File: src/hw/rtl/rect_table_viewport_query_assert.svh
// Assertion macros shared by the viewport query block.
`ifndef RECT_TABLE_VIEWPORT_QUERY_ASSERT_SVH
`define RECT_TABLE_VIEWPORT_QUERY_ASSERT_SVH

// The property must hold at every rising clock edge outside reset.
`define RTVQ_ASSERT(label, prop, msg) \
  label: assert property (@(posedge clk_i) disable iff (!rst_ni) (prop)) else $error(msg);

// The condition must never be true at a rising clock edge outside reset.
`define RTVQ_ASSERT_NEVER(label, cond, msg) \
  label: assert property (@(posedge clk_i) disable iff (!rst_ni) !(cond)) else $error(msg);

`endif

File: src/hw/rtl/rtvq_pkg.sv
package rtvq_pkg;

  localparam int unsigned ViewEntries   = 8;
  localparam int unsigned ObjectEntries = 32;
  localparam int unsigned MaxResults    = 32;
  localparam int unsigned ViewCntW      = $clog2(ViewEntries + 1);
  localparam int unsigned ObjCntW       = $clog2(ObjectEntries + 1);
  localparam int unsigned ResCntW       = $clog2(MaxResults + 1);

  typedef enum logic [2:0] {
    KindAddView  = 3'd0,
    KindDelView  = 3'd1,
    KindFindView = 3'd2,
    KindAddObj   = 3'd3,
    KindDelObj   = 3'd4,
    KindFindObj  = 3'd5,
    KindQuery    = 3'd6,
    KindNone     = 3'd7
  } kind_e;

  typedef struct packed {
    logic [7:0]  id;
    logic [11:0] x;
    logic [11:0] y;
    logic [11:0] w;
    logic [11:0] h;
  } rect_t;

  // Commands from the sequencer to every cell of a chain.
  typedef struct packed {
    logic rotate;  // every cell takes its right neighbor's entry
    logic append;  // cell at the fill count loads the new entry
  } chain_ctrl_t;

  typedef enum logic [2:0] {
    StIdle,
    StScanView,
    StScanObj,
    StQuery,
    StOut
  } state_e;

endpackage

File: src/hw/rtl/rtvq_cell.sv
// One table entry; the chain rotates left so entry 0 sees every entry in turn.
module rtvq_cell (
  input  logic                 clk_i,
  input  rtvq_pkg::chain_ctrl_t ctrl_i,
  input  logic                 sel_i,
  input  rtvq_pkg::rect_t      new_i,
  input  rtvq_pkg::rect_t      right_i,
  output rtvq_pkg::rect_t      ent_o
);
  rtvq_pkg::rect_t ent_q, ent_d;

  always_comb begin
    ent_d = ent_q;
    if (ctrl_i.append && sel_i) begin
      ent_d = new_i;
    end else if (ctrl_i.rotate) begin
      ent_d = right_i;
    end
  end

  always_ff @(posedge clk_i) begin
    ent_q <= ent_d;
  end

  assign ent_o = ent_q;
endmodule

File: src/hw/rtl/rtvq_chain.sv


module rtvq_obj_chain (
  input  logic                              clk_i,
  input  rtvq_pkg::chain_ctrl_t             ctrl_i,
  input  logic [rtvq_pkg::ObjCntW-1:0]      len_i,
  input  logic                              drop_i,
  input  rtvq_pkg::rect_t                   new_i,
  output rtvq_pkg::rect_t                   head_o
);
  localparam int unsigned Depth = rtvq_pkg::ObjectEntries;
  localparam int unsigned CntW  = rtvq_pkg::ObjCntW;

  rtvq_pkg::rect_t ents [Depth];

  for (genvar g = 0; g < Depth; g++) begin : g_cell
    logic            is_end;
    rtvq_pkg::rect_t right;
    assign is_end = (CntW'(g + 1) == len_i);
    always_comb begin
      if (is_end) begin
        right = drop_i ? ents[g] : ents[0];
      end else if (g + 1 < Depth) begin
        right = ents[(g + 1) % Depth];
      end else begin
        right = ents[g];
      end
    end
    rtvq_cell u_cell (
      .clk_i  (clk_i),
      .ctrl_i (ctrl_i),
      .sel_i  (CntW'(g) == len_i),
      .new_i  (new_i),
      .right_i(right),
      .ent_o  (ents[g])
    );
  end

  assign head_o = ents[0];
endmodule

File: config.mk
export PLATFORM = sky130hd
export DESIGN_NAME = rtvq_obj_chain
export DESIGN_NICKNAME = d
export VERILOG_FILES = /design/src/hw/rtl/rect_table_viewport_query_assert.svh /design/src/hw/rtl/rtvq_pkg.sv /design/src/hw/rtl/rtvq_cell.sv /design/src/hw/rtl/rtvq_chain.sv
export SDC_FILE = /design/constraint.sdc
export NUM_CORES = 2
export LEC_CHECK = 0
export BUFFER_PORTS_ARGS = -buffer_cell sky130_fd_sc_hd__buf_2
export CAP_MARGIN = 40
export CORE_MARGIN = 8
export CORE_UTILIZATION = 63
export DETAILED_ROUTE_END_ITERATION = 16
export HOLD_SLACK_MARGIN = 0.15
export PLACE_DENSITY_LB_ADDON = 0.08
export SLEW_MARGIN = 10
export SYNTH_ARGS = -nofsm -noshare
export SYNTH_HDL_FRONTEND = slang
export SYNTH_SLANG_ARGS = --single-unit
File: constraint.sdc
create_clock -name clk_i -period 8.9 [get_ports clk_i]
set_input_delay 0.445 -clock clk_i [delete_from_list [all_inputs] [get_ports clk_i]]
set_output_delay 0.445 -clock clk_i [all_outputs]
set_load 0.02 [all_outputs]
==> metrics.md <==
| Metric | Value |
|---|---|
| FFs w/ async S/R, synth | `0%` |
| PnR Total Power | `19.5 mW` |
| Largest net degree at the start of global routing | `207` |
| P&R area growth vs syn | `11.1%` |
| Max Slew Vio Count | `0` |
| Largest area contributor in the netlist | `edfxtp_1` |
| Pre-antenna DRT Iters | `9` |
| Max H-tree Level | `4` |
| Pleak | `31.5 nW` |
| Status | `finished clean` |
| # DRC | `0` |
| Core Area | `129000 sq um` |
| Tmin final | `4040 ps` |
| Critical-path maximum fanout | `56` |
| GP Congestion | `0.888` |
| Routed WL | `312 mm` |
| Share of cells above drive strength 1 | `12.5%` |
| Initial core utilization | `63.3%` |
| RSZ-0062 raised after global routing | `no` |
| Clock Sinks | `1792` |
| CTS tree | `yes` |
| Synth top area share | `65.9%` |
| Mapped Avg Cell Area | `12.6 sq um` |
| Type of destination of the critical path | `flop` |
| WP data required | `9340 ps` |
| Primary FF master, synth | `edfxtp_1` |
| Skew final | `31.4 ps` |
| Tcrit/Tclk final | `45.4%` |
| Post-cts resize count | `0` |
| Max reg flops | `1792` |
| Slew margin rel. | `10.7%` |
| Final Net Count | `6395` |
| GRT Resource Usage Total | `42.8%` |
| Area contributors post-synth | `edfxtp_1 66%, a2bb2oi_1 4.8%, a22oi_1 4.6%, o2bb2ai_1 3.6%, a31oi_1 3.4%` |
| Die height | `376 microns` |
| Setup crit start kind | `primary input` |
| Grt ovf | `0` |
| Starting DRC count in detailed routing | `12263` |
| I/O Pins | `122` |
| FF+latch count, synth | `1792` |
| DIE AREA | `141000 sq um` |
| Clk pin slew, worst setup/hold paths | `60 ps` |
| Die X | `376 microns` |
| Crit path DAT | `4490 ps` |
| Post-synth EDFFs | `1792` |
| Final Hold Vio Count | `0` |
| Slew @ Worst Pin | `1340 ps` |
| Setup CP Type | `in2reg` |
| Post-DP Area | `84700 sq um` |
| Vias in the first global route | `62195` |
| Maximum VDD drop | `0.000233 V` |
| Synth Net Count | `6567` |
| TritonCTS Buffers | `182` |
| Root buffer cell | `clkbuf_16` |
| Row count | `132` |
| Worst Hold Class | `in2reg` |
| Via/cell ratio | `7.91` |
| Final setup viols | `0` |
| Clock buffer depth | `3` |
| Unique masters post-synth | `41` |
| Port Buffer Count | `121` |
| Cell Area, Synth | `81600 sq um` |
| Synth warnings | `0` |
| Final TNS setup | `0 ps` |
| Detail Placement HPWL | `174 mm` |
| Final instance area | `90700 sq um` |
| Pwr Density | `215 nW/um^2` |
| Wire length per cell | `37.9 microns` |
| Cells after synthesis | `6501` |
| Final WS setup | `4860 ps` |
| Clk Latency, worst-skew pair | `840 ps` |
| Post-route ant nets | `0` |
| Vias post-DR | `65125` |
| First-pass GRT wire length | `438 mm` |
| Post-Place Setup Slack | `4260 ps` |
| Top achievable clock speed | `0.247 GHz` |
| Part of the Yosys area used for sequential elements | `65.9%` |
| Initial antenna violation count | `13` |
| Max Cap Viol | `0` |
-- kinds of logic (layout without fill, tap and decap cells) --
group / after synthesis / in the layout / share of synthesized area (%)
buffers and inverters: 1214 / 1189 / 6.05
flip-flops: 1792 / 1792 / 65.9
other: 0 / 13 / 0
AND/OR/NAND/NOR: 1023 / 1023 / 5.99
AO/OA/AOI/OAI: 2360 / 2360 / 20.5
multiplexers: 112 / 112 / 1.55
-- layer usage --
layer	global-route usage, %	vias to the layer above	part of all wire, %	routed length (microns)
li1	-	25047	-	-
met1	54.9	31424	33	102000
met2	62.4	7038	42	133000
met3	16.5	1604	18	55200
met4	24.6	12	7.2	22500
met5	0	-	0.027	85
-- synthesized netlist by cell type, types with 57 or more instances --
cell,instances
nor3_1,448
buf_1,90
inv_1,448
edfxtp_1,1792
o2bb2ai_1,336
nand2_1,417
a31oi_1,448
nor3b_1,57
o21ai_0,506
buf_4,59
a22oi_1,504
mux2_2,83
buf_2,112
a2bb2oi_1,448
o22ai_1,112
clkbuf_1,502
nand3_1,58
-- where the power goes --
group	switching (mW)	internal (mW)
logic	1.26	0.523
clock network	3.32	4.18
registers	0.198	9.96
total	4.79	14.7
-- layout make-up --
type,count,area [sq um]
Timing Repair Buffer,410,3680
Clock inverter,104,838
Multi-Input combinational cell,3495,23700
Clock buffer,227,4830
Antenna cell,13,32.5
Tap cell,1742,2180
Sequential cell,1792,53800
Fill cell,8786,38300
Inverter,448,1680
-- cell usage in the layout (no fill, tap or decap), drive strengths merged, types with 4 or more instances in the layout --
cell type       n
edfxtp       1792
buf           388
a31oi         448
o21ai         510
nor2           10
clkbuf        228
nor4b           4
diode          13
nand2         417
nor3b          57
a22oi         504
a2bb2oi       448
nand3b          5
o2bb2ai       336
mux2          112
clkinv         81
dlygate4sd3    21
nand3          58
o22ai         112
inv           457
bufinv         12
nor3          448
-- final timing paths --
path	from	end	slack (ps)	depth (start not counted)
setup / recovery	len_i[5]	g_cell[23].u_cell.ent_o[42]	4860	7
hold / removal	new_i[17]	g_cell[31].u_cell.ent_o[17]	190	2
setup reg to reg	g_cell[0].u_cell.ent_o[22]	g_cell[11].u_cell.ent_o[22]	6690	3
hold reg to reg	g_cell[21].u_cell.ent_o[30]	g_cell[20].u_cell.ent_o[30]	520	1
-- stage by stage --
stage / hold WS [ps] / instances / util (%)
final: 185 / 8231 / 70.3
after global routing: 186 / 8220 / 70.3
after CTS: 150 / 8210 / 70.2
after detailed placement: 510 / 7858 / 65.7
after global placement: 502 / 7746 / 64.4
after floorplan: 501 / 6501 / -
-- what timing repair did --
item	4_1_cts	5_1_grt
endpoints found under the hold margin	36	0
setup buffers	0	0
hold buffers	21	0
-- worst max-delay path: stages --
cell and delay [ps]:
buf_2 480, nand4bb_4 490, buf_4 740, buf_4 640
o21ai_0 290, nand2_4 410, buf_4 780
No activity file was read; power rests on OpenSTA's default activity.
