--- config.mk ---
export PLATFORM = sky130hd
export DESIGN_NAME = rtvq_view_chain
export DESIGN_NICKNAME = d
export VERILOG_FILES = /design/src/hw/rtl/rect_table_viewport_query_assert.svh /design/src/hw/rtl/rtvq_pkg.sv /design/src/hw/rtl/rtvq_cell.sv /design/src/hw/rtl/rtvq_chain.sv
export SDC_FILE = /design/constraint.sdc
export NUM_CORES = 1
export LEC_CHECK = 0
export ABC_CLOCK_PERIOD_IN_PS = 3950
export BUFFER_PORTS_ARGS = -buffer_cell sky130_fd_sc_hd__clkbuf_2
export CAP_MARGIN = 20
export CORE_MARGIN = 4
export CORE_UTILIZATION = 56
export DETAILED_ROUTE_END_ITERATION = 16
export PLACE_DENSITY_LB_ADDON = 0.2
export SETUP_SLACK_MARGIN = 0.15
export SLEW_MARGIN = 25
export SYNTH_ARGS = -nofsm -noshare
export SYNTH_HDL_FRONTEND = slang
export SYNTH_SLANG_ARGS = --single-unit
--- constraint.sdc ---
create_clock -name clk_i -period 3.95 [get_ports clk_i]
set_clock_uncertainty 0.15 [all_clocks]
set_input_delay 0.395 -clock clk_i [delete_from_list [all_inputs] [get_ports clk_i]]
set_output_delay 0.395 -clock clk_i [all_outputs]
set_load 0.05 [all_outputs]
--- src/hw/rtl/rect_table_viewport_query_assert.svh ---
// Assertion macros shared by the viewport query block.
`ifndef RECT_TABLE_VIEWPORT_QUERY_ASSERT_SVH
`define RECT_TABLE_VIEWPORT_QUERY_ASSERT_SVH

// The property must hold at every rising clock edge outside reset.
`define RTVQ_ASSERT(label, prop, msg) \
  label: assert property (@(posedge clk_i) disable iff (!rst_ni) (prop)) else $error(msg);

// The condition must never be true at a rising clock edge outside reset.
`define RTVQ_ASSERT_NEVER(label, cond, msg) \
  label: assert property (@(posedge clk_i) disable iff (!rst_ni) !(cond)) else $error(msg);

`endif

--- src/hw/rtl/rtvq_pkg.sv ---
package rtvq_pkg;

  localparam int unsigned ViewEntries   = 8;
  localparam int unsigned ObjectEntries = 32;
  localparam int unsigned MaxResults    = 32;
  localparam int unsigned ViewCntW      = $clog2(ViewEntries + 1);
  localparam int unsigned ObjCntW       = $clog2(ObjectEntries + 1);
  localparam int unsigned ResCntW       = $clog2(MaxResults + 1);

  typedef enum logic [2:0] {
    KindAddView  = 3'd0,
    KindDelView  = 3'd1,
    KindFindView = 3'd2,
    KindAddObj   = 3'd3,
    KindDelObj   = 3'd4,
    KindFindObj  = 3'd5,
    KindQuery    = 3'd6,
    KindNone     = 3'd7
  } kind_e;

  typedef struct packed {
    logic [7:0]  id;
    logic [11:0] x;
    logic [11:0] y;
    logic [11:0] w;
    logic [11:0] h;
  } rect_t;

  // Commands from the sequencer to every cell of a chain.
  typedef struct packed {
    logic rotate;  // every cell takes its right neighbor's entry
    logic append;  // cell at the fill count loads the new entry
  } chain_ctrl_t;

  typedef enum logic [2:0] {
    StIdle,
    StScanView,
    StScanObj,
    StQuery,
    StOut
  } state_e;

endpackage

--- src/hw/rtl/rtvq_cell.sv ---
// One table entry; the chain rotates left so entry 0 sees every entry in turn.
module rtvq_cell (
  input  logic                 clk_i,
  input  rtvq_pkg::chain_ctrl_t ctrl_i,
  input  logic                 sel_i,
  input  rtvq_pkg::rect_t      new_i,
  input  rtvq_pkg::rect_t      right_i,
  output rtvq_pkg::rect_t      ent_o
);
  rtvq_pkg::rect_t ent_q, ent_d;

  always_comb begin
    ent_d = ent_q;
    if (ctrl_i.append && sel_i) begin
      ent_d = new_i;
    end else if (ctrl_i.rotate) begin
      ent_d = right_i;
    end
  end

  always_ff @(posedge clk_i) begin
    ent_q <= ent_d;
  end

  assign ent_o = ent_q;
endmodule

--- src/hw/rtl/rtvq_chain.sv ---
// Rows of entry cells. A rotation over the first "len" cells moves entry 1 to
// slot 0 and slot 0 to slot len-1; a "drop" rotation leaves slot 0 out.
module rtvq_view_chain (
  input  logic                              clk_i,
  input  rtvq_pkg::chain_ctrl_t             ctrl_i,
  input  logic [rtvq_pkg::ViewCntW-1:0]     len_i,
  input  logic                              drop_i,
  input  rtvq_pkg::rect_t                   new_i,
  output rtvq_pkg::rect_t                   head_o
);
  localparam int unsigned Depth = rtvq_pkg::ViewEntries;
  localparam int unsigned CntW  = rtvq_pkg::ViewCntW;

  rtvq_pkg::rect_t ents [Depth];

  for (genvar g = 0; g < Depth; g++) begin : g_cell
    logic            is_end;
    rtvq_pkg::rect_t right;
    assign is_end = (CntW'(g + 1) == len_i);
    always_comb begin
      if (is_end) begin
        right = drop_i ? ents[g] : ents[0];
      end else if (g + 1 < Depth) begin
        right = ents[(g + 1) % Depth];
      end else begin
        right = ents[g];
      end
    end
    rtvq_cell u_cell (
      .clk_i  (clk_i),
      .ctrl_i (ctrl_i),
      .sel_i  (CntW'(g) == len_i),
      .new_i  (new_i),
      .right_i(right),
      .ent_o  (ents[g])
    );
  end

  assign head_o = ents[0];
endmodule


==> flow_summary.json <==
{
  "rsz0062_at_grt": "no",
  "ys_ff_latch": 448,
  "worstMarginPinSlew_ns": 1.046,
  "mappedNetlistNets": 1479,
  "seqPwrFrac_pct": 51.8,
  "net-switching-power_w": 0.002603,
  "tritoncts": "built",
  "internal_power_w": 0.008653,
  "initial_core_util_pct": 57.17,
  "synth-simple-area-share_pct": 0.9083,
  "dr.pass1.iters": 4,
  "cap_violations": 0,
  "wl_met1_mm": 21.62,
  "core_area_um2": 41200,
  "cp-startpoint": "len_i[3]",
  "clk_path_buf_depth": 3,
  "setup-violations-final": 0,
  "synth_most_common_cell": "mux2_2",
  "synth_area_per_cell_um2": 16.65,
  "min-delay-start": "new_i[18]",
  "drc": 0,
  "numCtsBuffers": 48,
  "ff2ff_path_depth": 2,
  "pwr-share-comb_pct": 10.8,
  "first_global_vias": 12500,
  "hpwl_mm": 26.46,
  "cts_sinks": 448,
  "cts-root-buf": "clkbuf_16",
  "synth_fa_ha_area_share_pct": 0,
  "critPathRequiredTime_ns": 4.10,
  "ant_nets": 0,
  "syn_to_final_growth_pct": 8.934,
  "drtIter0Drc": 587,
  "path_class": "input pin to flip-flop",
  "die_area_um2": 45410,
  "clk-insertion-delay-late_ns": 0.58,
  "io_pins": 120,
  "ctsHoldBuffers": 0,
  "vias_per_cell": 5.909,
  "yosysWarnings": 0,
  "synthXorXnorAreaFrac_pct": 0,
  "io_buffers": 119,
  "overflow": 0,
  "slew_violations": 0,
  "dr_wl_met2_mm": 24.27,
  "totalWireLength_mm": 48.61,
  "cts_setup_buffers": 0,
  "hold_viol": 0,
  "cts_resized": 0,
  "clock_power_share_pct": 37.3,
  "num_rows": 74,
  "top_layer_used": "met5",
  "drive_above_1_share_pct": 60.75,
  "grt_max_degree": 58,
  "total_power_w": 0.01126,
  "vias": 12000,
  "synth_edf_count": 448,
  "async_flop_share_pct": 0,
  "ys_seq_area_share_pct": 57.11,
  "finalCritPeriodShare_pct": 62.36,
  "avgRoutedWirePerCell_um": 23.94,
  "syn_inst": 1415,
  "switching_share_pct": 23.13,
  "synthesis.area_um2": 23560,
  "reg2reg_from": "g_cell[0].u_cell.ent_o[29]$_DFFE_PP_",
  "max_freq_mhz": 406.0,
  "die_h_um": 213.1,
  "h-tree-depth": 2,
  "die_w_um": 213.1,
  "status": "finished, final reports clean",
  "synth_flop_cell": "edfxtp_1",
  "finalCriticalPeriod_ns": 2.463,
  "synth.distinct_cells": 27,
  "start_kind": "input pin",
  "grt_pass1_wl_mm": 75.46,
  "final_nets": 1524,
  "antenna_found_initial": 3,
  "synth-compound-area-share_pct": 0.2975,
  "clkTransAtPathRegs_ns": 0.06,
  "cp_max_fo": 56,
  "hold_path_depth": 2,
  "wl_met3_mm": 1.744,
  "power_density_nw_per_um2": 438.7,
  "vdd_drop_max_mv": 0.3310,
  "gp_congestion": 0.7197,
  "leakage_nw": 9.031,
  "antenna_cells": 0,
  "yosysTopAreaCell": "edfxtp_1",
  "muxShareOfSynthArea_pct": 37.48,
  "synth_top_cell_area_share_pct": 57.11,
  "grt_use_total_pct": 21.45,
  "synth.area.top_cells": "edfxtp_1, mux2_2, mux2_1, buf_4, buf_2",
  "synth_top_family_by_area": "multiplexers",
  "cp.arrival_ns": 2.62,
  "relSlewSlack_pct": 30.24,
  "setup_tns_ns": 0,
  "largest_reg_flops": 448,
  "cp-end-kind": "flip-flop",
  "hold_path_class": "input pin to flip-flop",
  "synth_commonest_cells": "mux2_2, edfxtp_1, mux2_1"
}
-- layout by cell type (no fill, tap or decap), drive strengths merged, types with 2 or more instances in the layout --
cell,n
nor4b,2
mux2,784
bufinv,2
nand2,12
nor4bb,2
clkinv,23
buf,22
nor2b,2
a22o,4
clkbuf,182
edfxtp,448
a21oi,2
-- final timing paths --
check / end / slack, ns
setup / recovery: g_cell[7].u_cell.ent_o[46]$_DFFE_PP_ / 1.49
hold / removal: g_cell[7].u_cell.ent_o[18]$_DFFE_PP_ / 0.08
setup reg to reg: g_cell[4].u_cell.ent_o[29]$_DFFE_PP_ / 2.40
hold reg to reg: g_cell[0].u_cell.ent_o[15]$_DFFE_PP_ / 0.38
-- layer usage --
| metal | vias to the layer above | track usage (%) |
|---|---|---|
| li1 | 5566 | - |
| met4 | 6 | 5.598 |
| met3 | 71 | 3.086 |
| met2 | 193 | 37.01 |
| met1 | 6159 | 28.78 |
| met5 | - | 0 |
-- power by group through the flow --
stage / Combinational (W) / Clock, W / Sequential [W]
after floorplan: 0.000978 / 0 / 0.00587
after global placement: 0.00119 / 0 / 0.00592
after detailed placement: 0.00123 / 0 / 0.00594
after CTS: 0.00124 / 0.00431 / 0.00584
after global routing: 0.00132 / 0.00450 / 0.00587
final: 0.00122 / 0.00420 / 0.00584
-- cell families (layout without fill, tap and decap cells) --
logic type | after synthesis | count (layout)
AOI/OAI and AO/OA | 9 | 9
buffers and inverters | 147 | 230
DFF | 448 | 448
muxes | 784 | 784
and+or+nand+nor | 27 | 27
-- final cells by class --
cell class	count	area [um^2]
Multi-Input combinational cell	820	9268
Clock buffer	63	1279
Inverter	1	3.754
Clock inverter	25	160.2
Timing Repair Buffer	141	830.8
Sequential cell	448	13450
Fill cell	3084	15540
Tap cell	532	665.6
-- worst max-delay path, cell delays in order --
cell	delay, ns
clkbuf_2	0.22
and3b_1	0.55
and3_4	0.26
buf_4	0.71
mux2_2	0.41
-- stage by stage --
stage	setup WS, ns	std cells	hold slack [ns]	area (um^2)	util [%]
global placement	0.9963	1940	0.3760	24170	58.67
floorplan	0.7461	1415	0.3731	23560	-
CTS	1.524	2030	0.04987	25660	62.28
global route	1.428	2030	0.07957	25660	62.28
detailed placement	0.9076	1942	0.3838	24220	58.79
finish	1.487	2030	0.07764	25660	62.28
No activity file was read; power rests on OpenSTA's default activity.
